===== src/rtl/core/ubds_pkg.sv =====
package ubds_pkg;

  localparam int unsigned PclkW  = 30;
  localparam int unsigned BaudW  = 21;
  localparam int unsigned DvdW   = 47;  // pclk * 100000 < 2^47
  localparam int unsigned DvsW   = 32;  // coef * baud < 2^32
  localparam int unsigned DivCntW = $clog2(DvdW + 1);
  localparam int unsigned ErrW   = 17;
  localparam int unsigned QW     = 25;  // pclk*1e5/ed < 1e5*257
  localparam int unsigned EdW    = 30;  // ed <= pclk
  localparam int unsigned MstepW = PclkW - 8;
  localparam int unsigned EntryCount = 9;
  localparam int unsigned EntryW = $clog2(EntryCount);

  localparam logic [PclkW-1:0] PclkReset = PclkW'(100000000);
  localparam logic [ErrW-1:0]  ErrScale  = ErrW'(100000);
  localparam logic [ErrW-1:0]  ErrLimit  = ErrW'(10000);
  localparam logic [7:0]       DivMax    = 8'd255;
  localparam logic [8:0]       ModMin    = 9'd128;
  localparam logic [8:0]       ModMax    = 9'd256;

  typedef struct packed {
    logic       dbl;
    logic       half;
    logic [1:0] sel;
    logic [3:0] shift;  // log2 of coefficient
  } presc_t;

  typedef struct packed {
    logic            start;
    logic [DvdW-1:0] dividend;
    logic [DvsW-1:0] divisor;
  } div_req_t;

  typedef struct packed {
    logic            done;
    logic [DvdW-1:0] quotient;
  } div_rsp_t;

  typedef struct packed {
    logic            failed;
    logic [ErrW-1:0] error_scaled;
    logic [8:0]      modulation_value;
    logic            modulation_enable;
    logic            base_clock_half;
    logic            double_speed;
    logic [1:0]      clock_select;
    logic [7:0]      divider_value;
  } result_t;

  typedef enum logic [3:0] {
    S_IDLE, S_INIT, S_ENTRY, S_CNT_WAIT, S_ED, S_Q_START, S_Q_WAIT,
    S_M_START, S_M_WAIT, S_MMUL, S_EVAL, S_NEXT, S_DONE
  } seq_state_e;

  function automatic presc_t presc_entry(input logic [EntryW-1:0] idx);
    presc_t p;
    p.shift = 4'(idx) + 4'd3;
    case (idx)
      4'd0:    begin p.dbl = 1'b1; p.half = 1'b1; p.sel = 2'd0; end
      4'd1:    begin p.dbl = 1'b1; p.half = 1'b0; p.sel = 2'd0; end
      4'd2:    begin p.dbl = 1'b0; p.half = 1'b0; p.sel = 2'd0; end
      4'd3:    begin p.dbl = 1'b1; p.half = 1'b0; p.sel = 2'd1; end
      4'd4:    begin p.dbl = 1'b0; p.half = 1'b0; p.sel = 2'd1; end
      4'd5:    begin p.dbl = 1'b1; p.half = 1'b0; p.sel = 2'd2; end
      4'd6:    begin p.dbl = 1'b0; p.half = 1'b0; p.sel = 2'd2; end
      4'd7:    begin p.dbl = 1'b1; p.half = 1'b0; p.sel = 2'd3; end
      default: begin p.dbl = 1'b0; p.half = 1'b0; p.sel = 2'd3; end
    endcase
    return p;
  endfunction

endpackage


===== src/rtl/core/uart_baud_divisor_search.sv =====
// UART baud divisor search.
// Slave stream: one transaction carries a requested baud rate. The block
// tries nine prescaler entries and, where pclk / (coef * baud) is 1..256,
// divider values below it, counting down; first lowest error is kept.
// Master stream: one result transaction per request (divider, clock
// select, prescaler bits, modulation, error, failed flag).
// cfg_we_i / cfg_wdata_i write the peripheral clock frequency; only while
// the block is idle.
// One shared divider does all divisions. Each entry takes one division
// (none for a zero baud), each candidate two, or one when pclk < 256.
// Divider counts halve from entry to entry, so at most 511 candidates
// are tried per request.
// One request is in flight at a time; s_axis_tready is high only while
// the search engine is idle.
// The result sits in an output register; while the receiver stalls the
// engine can already take and search the next request, then holds that
// result until the register frees.
// Reset: clock register returns to 100 MHz, no result pending.
module uart_baud_divisor_search (
  input  logic        clk_i,
  input  logic        rst_ni,
  input  logic        cfg_we_i,
  input  logic [29:0] cfg_wdata_i,   // pclk_hz
  input  logic        s_axis_tvalid,
  output logic        s_axis_tready,
  input  logic [23:0] s_axis_tdata,  // [20:0] baud_rate
  output logic        m_axis_tvalid,
  input  logic        m_axis_tready,
  // [7:0] divider_value, [9:8] clock_select, [10] double_speed,
  // [11] base_clock_half, [12] modulation_enable, [21:13] modulation_value,
  // [38:22] error_scaled, [39] failed
  output logic [39:0] m_axis_tdata
);
  import ubds_pkg::*;

  logic [PclkW-1:0] pclk_q;
  logic             idle, res_valid, res_ready, out_valid_q;
  result_t          res, out_q;

  ubds_seq u_seq (
    .clk_i       (clk_i),
    .rst_ni      (rst_ni),
    .start_i     (s_axis_tvalid && idle),
    .baud_i      (s_axis_tdata[BaudW-1:0]),
    .pclk_i      (pclk_q),
    .idle_o      (idle),
    .res_valid_o (res_valid),
    .res_ready_i (res_ready),
    .res_o       (res)
  );

  assign res_ready = !out_valid_q || m_axis_tready;

  always_ff @(posedge clk_i or negedge rst_ni) begin
    if (!rst_ni) begin
      pclk_q      <= PclkReset;
      out_valid_q <= 1'b0;
    end else begin
      if (cfg_we_i) pclk_q <= cfg_wdata_i;
      if (res_ready) out_valid_q <= res_valid;
    end
  end

  always_ff @(posedge clk_i) begin
    if (res_ready && res_valid) out_q <= res;
  end

  assign s_axis_tready = idle;
  assign m_axis_tvalid = out_valid_q;
  assign m_axis_tdata  = out_q;

endmodule


===== src/rtl/core/ubds_div.sv =====
module ubds_div (
  input  logic              clk_i,
  input  logic              rst_ni,
  input  ubds_pkg::div_req_t req_i,
  output ubds_pkg::div_rsp_t rsp_o
);
  import ubds_pkg::*;

  logic [DvsW-1:0]    rem_q, rem_d;
  logic [DvdW-1:0]    quo_q;
  logic [DvsW-1:0]    dvs_q;
  logic [DivCntW-1:0] cnt_q;
  logic               busy_q, done_q;
  logic [DvsW:0]      rem_sh, rem_sub;
  logic               ge;

  // restoring division, one quotient bit per cycle
  always_comb begin
    rem_sh  = {rem_q, quo_q[DvdW-1]};
    ge      = rem_sh >= {1'b0, dvs_q};
    rem_sub = rem_sh - {1'b0, dvs_q};
    rem_d   = ge ? rem_sub[DvsW-1:0] : rem_sh[DvsW-1:0];
  end

  always_ff @(posedge clk_i or negedge rst_ni) begin
    if (!rst_ni) begin
      busy_q <= 1'b0;
      done_q <= 1'b0;
      cnt_q  <= '0;
    end else begin
      done_q <= 1'b0;
      if (req_i.start) begin
        busy_q <= 1'b1;
        cnt_q  <= DivCntW'(DvdW);
      end else if (busy_q) begin
        cnt_q <= cnt_q - DivCntW'(1);
        if (cnt_q == DivCntW'(1)) begin
          busy_q <= 1'b0;
          done_q <= 1'b1;
        end
      end
    end
  end

  always_ff @(posedge clk_i) begin
    if (req_i.start) begin
      rem_q <= '0;
      quo_q <= req_i.dividend;
      dvs_q <= req_i.divisor;
    end else if (busy_q) begin
      rem_q <= rem_d;
      quo_q <= {quo_q[DvdW-2:0], ge};
    end
  end

  assign rsp_o.done     = done_q;
  assign rsp_o.quotient = quo_q;

endmodule


===== src/rtl/core/ubds_seq.sv =====
module ubds_seq (
  input  logic                      clk_i,
  input  logic                      rst_ni,
  input  logic                      start_i,
  input  logic [ubds_pkg::BaudW-1:0] baud_i,
  input  logic [ubds_pkg::PclkW-1:0] pclk_i,
  output logic                      idle_o,
  output logic                      res_valid_o,
  input  logic                      res_ready_i,
  output ubds_pkg::result_t         res_o
);
  import ubds_pkg::*;

  seq_state_e state_q, state_d;

  logic [BaudW-1:0]  baud_q;
  logic [DvdW-1:0]   pscaled_q;
  logic [MstepW-1:0] mstep_q;
  logic [EntryW-1:0] entry_q;
  logic [DvsW-1:0]   divisor_q;
  logic [8:0]        cnt_q;
  logic [EdW-1:0]    ed_q;
  logic [QW-1:0]     q_q;
  logic [8:0]        m_q;
  logic              mval_q;
  logic [QW+8:0]     qm_q;

  logic [ErrW-1:0] min_err_q;
  logic [7:0]      best_div_q;
  logic [8:0]      best_mod_q;
  logic            best_modon_q, best_dbl_q, best_half_q;
  logic [1:0]      best_sel_q;

  div_req_t div_req;
  div_rsp_t div_rsp;

  presc_t          pe;
  logic [DvsW-1:0] divisor_cur;
  logic [DvsW+8:0] ed_full;
  logic            cnt_ok, m_ok, last_entry;
  logic [QW:0]     x_m, am, ab;
  logic [ErrW-1:0] e1, e2;
  logic [7:0]      d1, d2;
  logic [8:0]      mv1, mv2;
  logic            on1, on2, upd1, upd2;
  logic            fail;

  ubds_div u_div (
    .clk_i  (clk_i),
    .rst_ni (rst_ni),
    .req_i  (div_req),
    .rsp_o  (div_rsp)
  );

  always_comb begin
    pe          = presc_entry(entry_q);
    divisor_cur = DvsW'({11'b0, baud_q} << pe.shift);
    ed_full     = divisor_q * cnt_q;
    cnt_ok      = (div_rsp.quotient != '0) && (div_rsp.quotient <= DvdW'(256));
    m_ok        = (div_rsp.quotient >= DvdW'(ModMin)) && (div_rsp.quotient <= DvdW'(ModMax));
    last_entry  = entry_q == EntryW'(EntryCount - 1);
  end

  // candidate evaluation: modulated variant first, then the plain one
  always_comb begin
    x_m = qm_q[QW+8:8];
    am  = (x_m >= (QW+1)'(ErrScale)) ? x_m - (QW+1)'(ErrScale) : (QW+1)'(ErrScale) - x_m;
    ab  = ({1'b0, q_q} >= (QW+1)'(ErrScale)) ? {1'b0, q_q} - (QW+1)'(ErrScale)
                                             : (QW+1)'(ErrScale) - {1'b0, q_q};
    upd1 = mval_q && (am < (QW+1)'(min_err_q));
    e1  = upd1 ? am[ErrW-1:0] : min_err_q;
    d1  = upd1 ? cnt_q[7:0] : best_div_q;
    mv1 = upd1 ? m_q : best_mod_q;
    on1 = upd1 ? 1'b1 : best_modon_q;
    upd2 = ab < (QW+1)'(e1);
    e2  = upd2 ? ab[ErrW-1:0] : e1;
    d2  = upd2 ? cnt_q[7:0] : d1;
    mv2 = upd2 ? 9'd0 : mv1;
    on2 = upd2 ? 1'b0 : on1;
  end

  always_comb begin
    state_d = state_q;
    case (state_q)
      S_IDLE:     if (start_i) state_d = S_INIT;
      S_INIT:     state_d = S_ENTRY;
      S_ENTRY:    state_d = (baud_q == '0) ? S_NEXT : S_CNT_WAIT;
      S_CNT_WAIT: if (div_rsp.done) state_d = cnt_ok ? S_ED : S_NEXT;
      S_ED:       state_d = S_Q_START;
      S_Q_START:  state_d = S_Q_WAIT;
      S_Q_WAIT:   if (div_rsp.done) state_d = (mstep_q != '0) ? S_M_START : S_EVAL;
      S_M_START:  state_d = S_M_WAIT;
      S_M_WAIT:   if (div_rsp.done) state_d = S_MMUL;
      S_MMUL:     state_d = S_EVAL;
      S_EVAL:     state_d = ((e2 == '0) || (cnt_q == '0)) ? S_NEXT : S_ED;
      S_NEXT:     state_d = last_entry ? S_DONE : S_ENTRY;
      S_DONE:     if (res_ready_i) state_d = S_IDLE;
      default:    state_d = S_IDLE;
    endcase
  end

  always_comb begin
    div_req = '0;
    case (state_q)
      S_ENTRY: begin
        div_req.start    = baud_q != '0;
        div_req.dividend = DvdW'(pclk_i);
        div_req.divisor  = divisor_cur;
      end
      S_Q_START: begin
        div_req.start    = 1'b1;
        div_req.dividend = pscaled_q;
        div_req.divisor  = DvsW'(ed_q);
      end
      S_M_START: begin
        div_req.start    = 1'b1;
        div_req.dividend = DvdW'(ed_q);
        div_req.divisor  = DvsW'(mstep_q);
      end
      default: div_req = '0;
    endcase
  end

  always_comb begin
    fail                    = min_err_q > ErrLimit;
    idle_o                  = state_q == S_IDLE;
    res_valid_o             = state_q == S_DONE;
    res_o.failed            = fail;
    res_o.error_scaled      = min_err_q;
    res_o.modulation_enable = best_modon_q && !fail;
    res_o.modulation_value  = (best_modon_q && !fail) ? best_mod_q : 9'd0;
    res_o.base_clock_half   = best_half_q;
    res_o.double_speed      = best_dbl_q;
    res_o.clock_select      = fail ? 2'd0 : best_sel_q;
    res_o.divider_value     = fail ? 8'd0 : best_div_q;
  end

  always_ff @(posedge clk_i or negedge rst_ni) begin
    if (!rst_ni) state_q <= S_IDLE;
    else         state_q <= state_d;
  end

  always_ff @(posedge clk_i) begin
    case (state_q)
      S_IDLE: if (start_i) baud_q <= baud_i;
      S_INIT: begin
        pscaled_q    <= DvdW'(pclk_i) * DvdW'(ErrScale);
        mstep_q      <= pclk_i[PclkW-1:8];
        entry_q      <= '0;
        min_err_q    <= ErrScale;
        best_div_q   <= DivMax;
        best_mod_q   <= '0;
        best_modon_q <= 1'b0;
        best_sel_q   <= '0;
        best_dbl_q   <= 1'b0;
        best_half_q  <= 1'b0;
      end
      S_ENTRY: divisor_q <= divisor_cur;
      S_CNT_WAIT: if (div_rsp.done) cnt_q <= div_rsp.quotient[8:0];
      S_ED: begin
        ed_q  <= ed_full[EdW-1:0];
        cnt_q <= cnt_q - 9'd1;
      end
      S_Q_WAIT: if (div_rsp.done) begin
        q_q    <= div_rsp.quotient[QW-1:0];
        mval_q <= 1'b0;
      end
      S_M_WAIT: if (div_rsp.done) begin
        m_q    <= div_rsp.quotient[8:0];
        mval_q <= m_ok;
      end
      S_MMUL: qm_q <= q_q * m_q;
      S_EVAL: begin
        min_err_q    <= e2;
        best_div_q   <= d2;
        best_mod_q   <= mv2;
        best_modon_q <= on2;
        if (upd1 || upd2) begin
          best_sel_q  <= pe.sel;
          best_dbl_q  <= pe.dbl;
          best_half_q <= pe.half;
        end
      end
      S_NEXT: entry_q <= entry_q + EntryW'(1);
      default: ;
    endcase
  end

endmodule


===== config.mk =====
export PLATFORM = sky130hd
export DESIGN_NAME = uart_baud_divisor_search
export DESIGN_NICKNAME = d
export VERILOG_FILES = /design/src/rtl/core/ubds_pkg.sv /design/src/rtl/core/uart_baud_divisor_search.sv /design/src/rtl/core/ubds_div.sv /design/src/rtl/core/ubds_seq.sv
export SDC_FILE = /design/constraint.sdc
export NUM_CORES = 2
export LEC_CHECK = 0
export BUFFER_PORTS_ARGS = -buffer_cell sky130_fd_sc_hd__buf_2
export CORE_MARGIN = 2
export CORE_UTILIZATION = 70
export CTS_CLUSTER_SIZE = 20
export DETAILED_ROUTE_END_ITERATION = 8
export PLACE_DENSITY = 0.92
export SLEW_MARGIN = 40
export SYNTH_ARGS = -nofsm -noshare
export SYNTH_HDL_FRONTEND = slang
export SYNTH_SLANG_ARGS = --single-unit

===== constraint.sdc =====
create_clock -name clk_i -period 14.8 [get_ports clk_i]
set_clock_uncertainty 0.1 [all_clocks]
set_input_delay 0.74 -clock clk_i [delete_from_list [all_inputs] [get_ports clk_i]]
set_output_delay 0.74 -clock clk_i [all_outputs]
set_load 0.1 [all_outputs]

# Yosys cells after proc, flatten, opt, wreduce, memory -nomap -nowiden
# Memory sizes are Yosys's and may differ from the RTL's. A register that Yosys moved wholly into a read port is not among the register bits.
# Cells that the tools add are included.
[totals] reg_bits=462 mem_bits_ro=32 input_bits=59 output_inout_bits=42 elab_cells=160 memories=1
[classes] add_sub_neg=9 multipliers=3 order_cmp=8 n_eq_ne=21 shift=1 mux=51 reduce_logical=31
[memory_table] memory="(name not given)" words=8 width=4 rd=1 rd_clocked_by_memory_dff=1 wr=0 line_no="ubds_pkg.sv:59" text="case (idx)"
[op_table] op="one-hot mux 80 bit (3 select lines)" n=1
[op_table] op="2-to-1 mux 47 bit" n=2
[op_table] op="less-than comparator 26 x 17 -> 1 bit" n=2
[op_table] op="2-to-1 mux 26 bit" n=2
[op_table] op="one-hot mux 4 bit (13 select lines)" n=1
[op_table] op="greater-or-equal comparator 47 x 8 -> 1 bit, second input constant" n=1
[op_table] op="<= comparator 47 x 9 -> 1 bit, second input constant" n=1
[op_table] op="nonzero test 47 bit" n=1
[op_table] op="2-to-1 mux 4 bit" n=11
[op_table] op="multiplier 30 x 12 -> 42 bit, second input constant" n=1
[op_table] op="one-hot mux 9 bit (2 select lines)" n=2
[op_table] op="multiplier 25 x 9 -> 34 bit" n=1
[op_table] op="2-to-1 mux 17 bit" n=2
[op_table] op="one-hot mux 17 bit (2 select lines)" n=1
[op_table] op="greater-or-equal comparator 33 x 32 -> 1 bit" n=1
[op_table] op="multiplier 32 x 9 -> 30 bit" n=1
[op_table] op="2-to-1 mux 32 bit" n=1
[op_table] op="left shift 21 x 4 -> 32 bit" n=1
[op_table] op="subtractor 32 bit" n=1
[op_table] op="2-to-1 mux 9 bit" n=3
[op_table] op="greater-or-equal comparator 26 x 17 -> 1 bit, second input constant" n=1
[op_table] op="subtractor 17 x 25 -> 26 bit, first input constant" n=1
[op_table] op="subtractor 17 x 26 -> 26 bit, first input constant" n=1
[op_table] op="subtractor 25 x 17 -> 26 bit, second input constant" n=1
[op_table] op="37 further kinds" n=83

# Depth between registers and ports, before layout
[depth] ltp_word=11 depth_mapped=34 mapped_depth_nobuf=28

# Modules after synthesis
# From an unflattened synthesis, not the netlist that was laid out.
[unflattened] hier_cells=4062 hier_area_um2=41718.8
[modules_own_cells] module="ubds_seq" instances=1 cells_each=3344 area_per_inst_um2=32672.6 seq_area_each_um2=7927.6
[modules_own_cells] module="ubds_div" instances=1 cells_each=610 area_per_inst_um2=6545.0 seq_area_each_um2=3213.1
[modules_own_cells] module="uart_baud_divisor_search" instances=1 cells_each=108 area_per_inst_um2=2501.1 seq_area_each_um2=1991.9

# Worst setup path before layout
# OpenSTA, ideal clock, no wires.
[synth_path] kind="register to register" startpoint="reg u_seq.qm_q[28]" endpoint="reg u_seq.best_div_q[0], enable pin" setup_ps=343 t_arrival_ps=6401 required_time_ps=14357 slack_ps=7957 stages_incl_launch_ff=31 path_buffers=5 period_less_slack_ps=6843 path_cell_list="edfxtp_1 > or4_4 > nor4_4 > and3_1 > buf_2 > buf_4 > mux2i_1 > xnor2_1 > ha_1 > o21ai_0 > nor3_1 > o311ai_0 > a31oi_1 > o221a_2 > or2_1 > clkbuf_1 > clkbuf_1 > mux2i_1 > ha_1 > a21o_1 > a21o_1 > a21oi_1 > nor2b_1 > o21ai_0 > nand2b_1 > a2111oi_2 > and4_1 > buf_4 > nand2_2 > a21oi_1 > or2_2"
[synth_between] elab_chain_cells=8
[synth_rtl] item="start: declaration" line_no="ubds_seq.sv:26" text="logic [QW+8:0] qm_q;"
[synth_rtl] item="start signal: assignment" line_no="ubds_seq.sv:172" text="S_MMUL: qm_q <= q_q * m_q;"
[synth_rtl] item="subtractor 17 x 26 -> 26 bit (tied with other cells)" line_no="ubds_seq.sv:67" text="am = (x_m >= (QW+1)'(ErrScale)) ? x_m - (QW+1)'(ErrScale) : (QW+1)'(ErrScale) - x_m;"
[synth_rtl] item="2-to-1 mux 26 bit (*)" line_no="ubds_seq.sv:67"
[synth_rtl] item="less-than comparator 26 x 17 -> 1 bit" line_no="ubds_seq.sv:70" text="upd1 = mval_q && (am < (QW+1)'(min_err_q));"
[synth_rtl] item="logical AND 1 bit" line_no="ubds_seq.sv:70"
[synth_rtl] item="2-to-1 mux 17 bit" line_no="ubds_seq.sv:71" text="e1 = upd1 ? am[ErrW-1:0] : min_err_q;"
[synth_rtl] item="less-than comparator 26 x 17 -> 1 bit" line_no="ubds_seq.sv:75" text="upd2 = ab < (QW+1)'(e1);"
[synth_rtl] item="!= test 3 x 1 -> 1 bit (no line) (*)"
[synth_rtl] item="AND reduction 2 bit (no line) (*)"
[synth_rtl] item="end signal: assignment" line_no="ubds_seq.sv:151" text="best_div_q <= DivMax;"
[synth_rtl] item="end: declaration" line_no="ubds_seq.sv:29" text="logic [7:0] best_div_q;"
# Every way passes the cells marked *; elsewhere a longest branch is shown, timed or not.
# A chain may end at the register's enable or synchronous reset.

# Final worst setup path
[layout_path] startpoint="reg u_seq.qm_q[21]" endpoint="reg u_seq.best_mod_q[8], enable pin"
[layout_between] elab_chain_cells=8
[layout_rtl] item="subtractor 17 x 26 -> 26 bit (tied with other cells)" line_no="ubds_seq.sv:67"
[layout_rtl] item="2-to-1 mux 26 bit (*)" line_no="ubds_seq.sv:67"
[layout_rtl] item="less-than comparator 26 x 17 -> 1 bit" line_no="ubds_seq.sv:70"
[layout_rtl] item="logical AND 1 bit" line_no="ubds_seq.sv:70"
[layout_rtl] item="2-to-1 mux 17 bit" line_no="ubds_seq.sv:71"
[layout_rtl] item="less-than comparator 26 x 17 -> 1 bit" line_no="ubds_seq.sv:75"
[layout_rtl] item="!= test 3 x 1 -> 1 bit (no line) (*)"
[layout_rtl] item="AND reduction 2 bit (no line) (*)"
[layout_rtl] item="end signal: assignment" line_no="ubds_seq.sv:176" text="best_mod_q <= mv2;"
[layout_rtl] item="end: declaration" line_no="ubds_seq.sv:30" text="logic [8:0] best_mod_q;"
# Marked as above.

==> flow_summary.json <==
{
  "slew_headroom": 0.408,
  "root_buffer": "clkbuf_16",
  "slew_viol_final": 0,
  "clk_pin_slew_ns": 0.08,
  "synth_xor_area_frac": 0.0343,
  "overflow": 0,
  "globalplace.congestion": 0.988,
  "final-setup-viol-count": 0,
  "ir_drop_v": 0.000236,
  "synth_edf_count": 377,
  "synth-compound-area-share": 0.109,
  "die_width_um": 246,
  "arrival_ns": 8.65,
  "syn_nets": 4866,
  "async_flop_share": 0.0943,
  "crit_fanout": 26,
  "post_cts_buffers": 0,
  "post_drt_wl_per_cell_um": 23.0,
  "synthSimpleGateAreaFrac": 0.143,
  "synthAdderAreaFrac": 0.306,
  "rows": 88,
  "yosys_warnings": 0,
  "grt_use_total": 0.375,
  "io_pins": 101,
  "synth.avg_cell_area_um2": 10.1,
  "rsz0062_at_grt": "false",
  "yosysSeqAreaShare": 0.319,
  "min_path_type": "in2async",
  "cts_hold_buf": 0,
  "antenna_found_initial": 5,
  "hold_slack_ns": 0.131,
  "synth_top_family_by_area": "adder cells",
  "n_fill_cell": 3573,
  "die_h_um": 246,
  "drv_cap": 0,
  "syn_to_final_growth_pct": 7.02,
  "cts-resized-gates": 0,
  "grt_max_degree": 95,
  "ctsHtreeMaxLevel": 2,
  "status": "completed",
  "clk_latency_ns": 0.63,
  "critPathLaunchType": "flop",
  "cts_buffer_depth": 3,
  "final-hold-violation-count": 0,
  "num_vias": 31900,
  "synth_ff_type": "edfxtp_1",
  "p_per_area_nw_per_um2": 120,
  "grt_pass1_wl_mm": 177,
  "synthMuxAreaShare": 0.0244,
  "dp_hpwl_mm": 81.5,
  "postRouteAntennaNets": 0,
  "period_minus_slack_ns": 8.48,
  "start_util": 0.710,
  "setup-tns-final_ns": 0,
  "tightestPinTransition_ns": 0.881,
  "worstPathRequired_ns": 14.97,
  "ys_seq_elements": 456,
  "coreArea_um2": 57900,
  "fmax_ghz": 0.118,
  "io_buffers": 97,
  "p_leak_nw": 19.5,
  "syn_inst": 4056,
  "routed_wl_mm": 112,
  "dieArea_um2": 60700,
  "drc": 0,
  "cts_buffers": 49,
  "grt_pass1_vias": 33200,
  "firstDrtPassIters": 7,
  "tritoncts": "built",
  "cts_sinks": 456,
  "vias_per_cell": 6.57,
  "drt-initial-drc-count": 3780,
  "ys_types": 90,
  "critPathKind": "reg2reg",
  "fin_util": 0.760,
  "syn_area_um2": 41100,
  "endpoint_kind": "flop",
  "fin_crit_sh": 0.573,
  "drive_gt1_frac": 0.0802,
  "nets": 4857
}
[final cells by class]
type | instances | area [um2] | share of cell area
inverters | 498 | 1870 | 0.0425
well taps | 765 | 957 | 0.0217
clock inverters | 30 | 404 | 0.00918
repair buffers | 137 | 823 | 0.0187
flip-flops and latches | 456 | 13100 | 0.298
diodes | 1 | 2.50 | 0.0000568
clock buffers | 62 | 1320 | 0.0299
multi-input cells | 2905 | 25500 | 0.580
[state kept, by name (all words and copies together), names as in the netlist, 4 cells and up, named ones only]
name / cells
u_seq.qm_q: 26
u_seq.state_q: 4
u_seq.mstep_q: 22
u_seq.cnt_q: 9
u_seq.pscaled_q: 42
u_seq.baud_q: 21
u_seq.entry_q: 4
pclk_q: 30
m_axis_tdata: 40
u_seq.min_err_q: 17
u_seq.divisor_q: 30
u_seq.u_div.cnt_q: 6
u_seq.u_div.dvs_q: 32
u_seq.best_div_q: 8
u_seq.best_mod_q: 9
u_seq.u_div.rem_q: 32
u_seq.q_q: 25
u_seq.u_div.quo_q: 47
u_seq.ed_q: 30
u_seq.m_q: 9
[synth_stat cells (37+ instances only)]
library cell	instances	area, um2
mux2i_1	61	611
fa_1	427	8550
nor4_1	38	238
a21oi_1	188	941
inv_1	496	1860
xor2_1	52	455
nand2_1	430	1610
a31oi_1	54	338
edfxtp_1	377	11300
clkbuf_1	169	634
nor2_1	231	867
xnor2_1	109	955
a21o_1	50	375
o21ai_0	155	776
and2_1	195	1220
nor3_1	63	315
ha_1	324	4050
a22o_1	37	324
[kinds of logic (layout without fill, tap and decap cells)]
kind of cell / count (synthesis) / count (layout)
and+or+nand+nor: 1198 / 1198
adders and majority gates: 751 / 751
AOI/OAI and AO/OA: 699 / 699
buffers and inverters: 695 / 727
DFF: 456 / 456
xor gates and xnor gates: 161 / 161
muxes: 96 / 96
other: 0 / 1
[cells in the final DEF, fill, tap and decap left out, drive strengths merged, types with 18 or more instances in the layout]
cell	n
a21oi	189
xnor2	109
mux2	35
edfxtp	377
nor2b	26
ha	324
nand4	25
and3	36
mux2i	61
o21ai	158
or4	18
buf	137
or3	26
xor2	52
o21a	28
fa	427
nor4	40
nand2b	23
nor3	65
a31oi	55
clkinv	20
dfrtp	31
a21o	50
a22o	37
clkbuf	62
nand3	36
inv	499
dfxtp	36
nand2	431
a211oi	22
a22oi	35
and2	195
nor2	231
[worst max-delay path, stage by stage, from the launching register on]
cell and delay (ns):
edfxtp_1 0.50, or4_1 0.61, nand3_1 0.45, and3_1 0.62, mux2i_1 0.40, xor2_1 0.19, ha_1 0.35, nand3_1 0.07
nor3_1 0.21, o311ai_0 0.16, a31oi_1 0.19, o221a_2 0.29, or2_2 0.51, mux2i_1 0.38, ha_1 0.32, a21o_1 0.18
a21o_1 0.16, a21oi_1 0.14, nor2b_1 0.05, o21ai_0 0.17, nand2b_1 0.11, a2111oi_2 0.38, and4_1 0.47, nand2_2 0.36
a21oi_1 0.30, or2_2 0.42
[metrics by stage]
step	total power [mW]	instance area (um2)	instances	worst slack [ns]
after detailed placement	3.88	42300	4761	6.52
after CTS	5.23	44000	4853	6.47
after global placement	3.69	42200	4756	6.42
after floorplan	3.36	41100	4056	7.96
after global routing	5.58	44000	4854	5.76
final	5.28	44000	4854	6.32
[path summary, 6_finish.rpt]
path	startpoint	end	slack [ns]	cells after the start
hold reg to reg	u_seq.best_half_q	m_axis_tdata[11]	0.32	0
setup / recovery	u_seq.qm_q[21]	u_seq.best_mod_q[8]	6.32	25
min in group clk_i	s_axis_tdata[4]	u_seq.baud_q[4]	0.19	1
hold / removal	rst_ni	pclk_q[7]	0.13	2
max in group asynchronous	rst_ni	u_seq.u_div.busy_q	13.97	2
setup reg to reg	u_seq.qm_q[21]	u_seq.best_mod_q[8]	6.32	25
[where the power goes]
group | switching, mW | leakage [nW] | internal [mW] | total (mW)
clock network | 0.574 | 0.828 | 0.749 | 1.32
registers | 0.0331 | 3.76 | 1.53 | 1.57
logic | 1.35 | 14.9 | 1.04 | 2.39
[layer usage]
layer | part of all wire | routed length, um | track usage | vias up
li1 | - | - | - | 13800
met1 | 0.35 | 38900 | 0.463 | 15400
met2 | 0.48 | 53300 | 0.618 | 2141
met3 | 0.11 | 12400 | 0.0777 | 538
met4 | 0.063 | 7080 | 0.211 | 6
met5 | 0.00034 | 38 | 0 | -
Note: power is estimated with default switching activity, not from simulation.
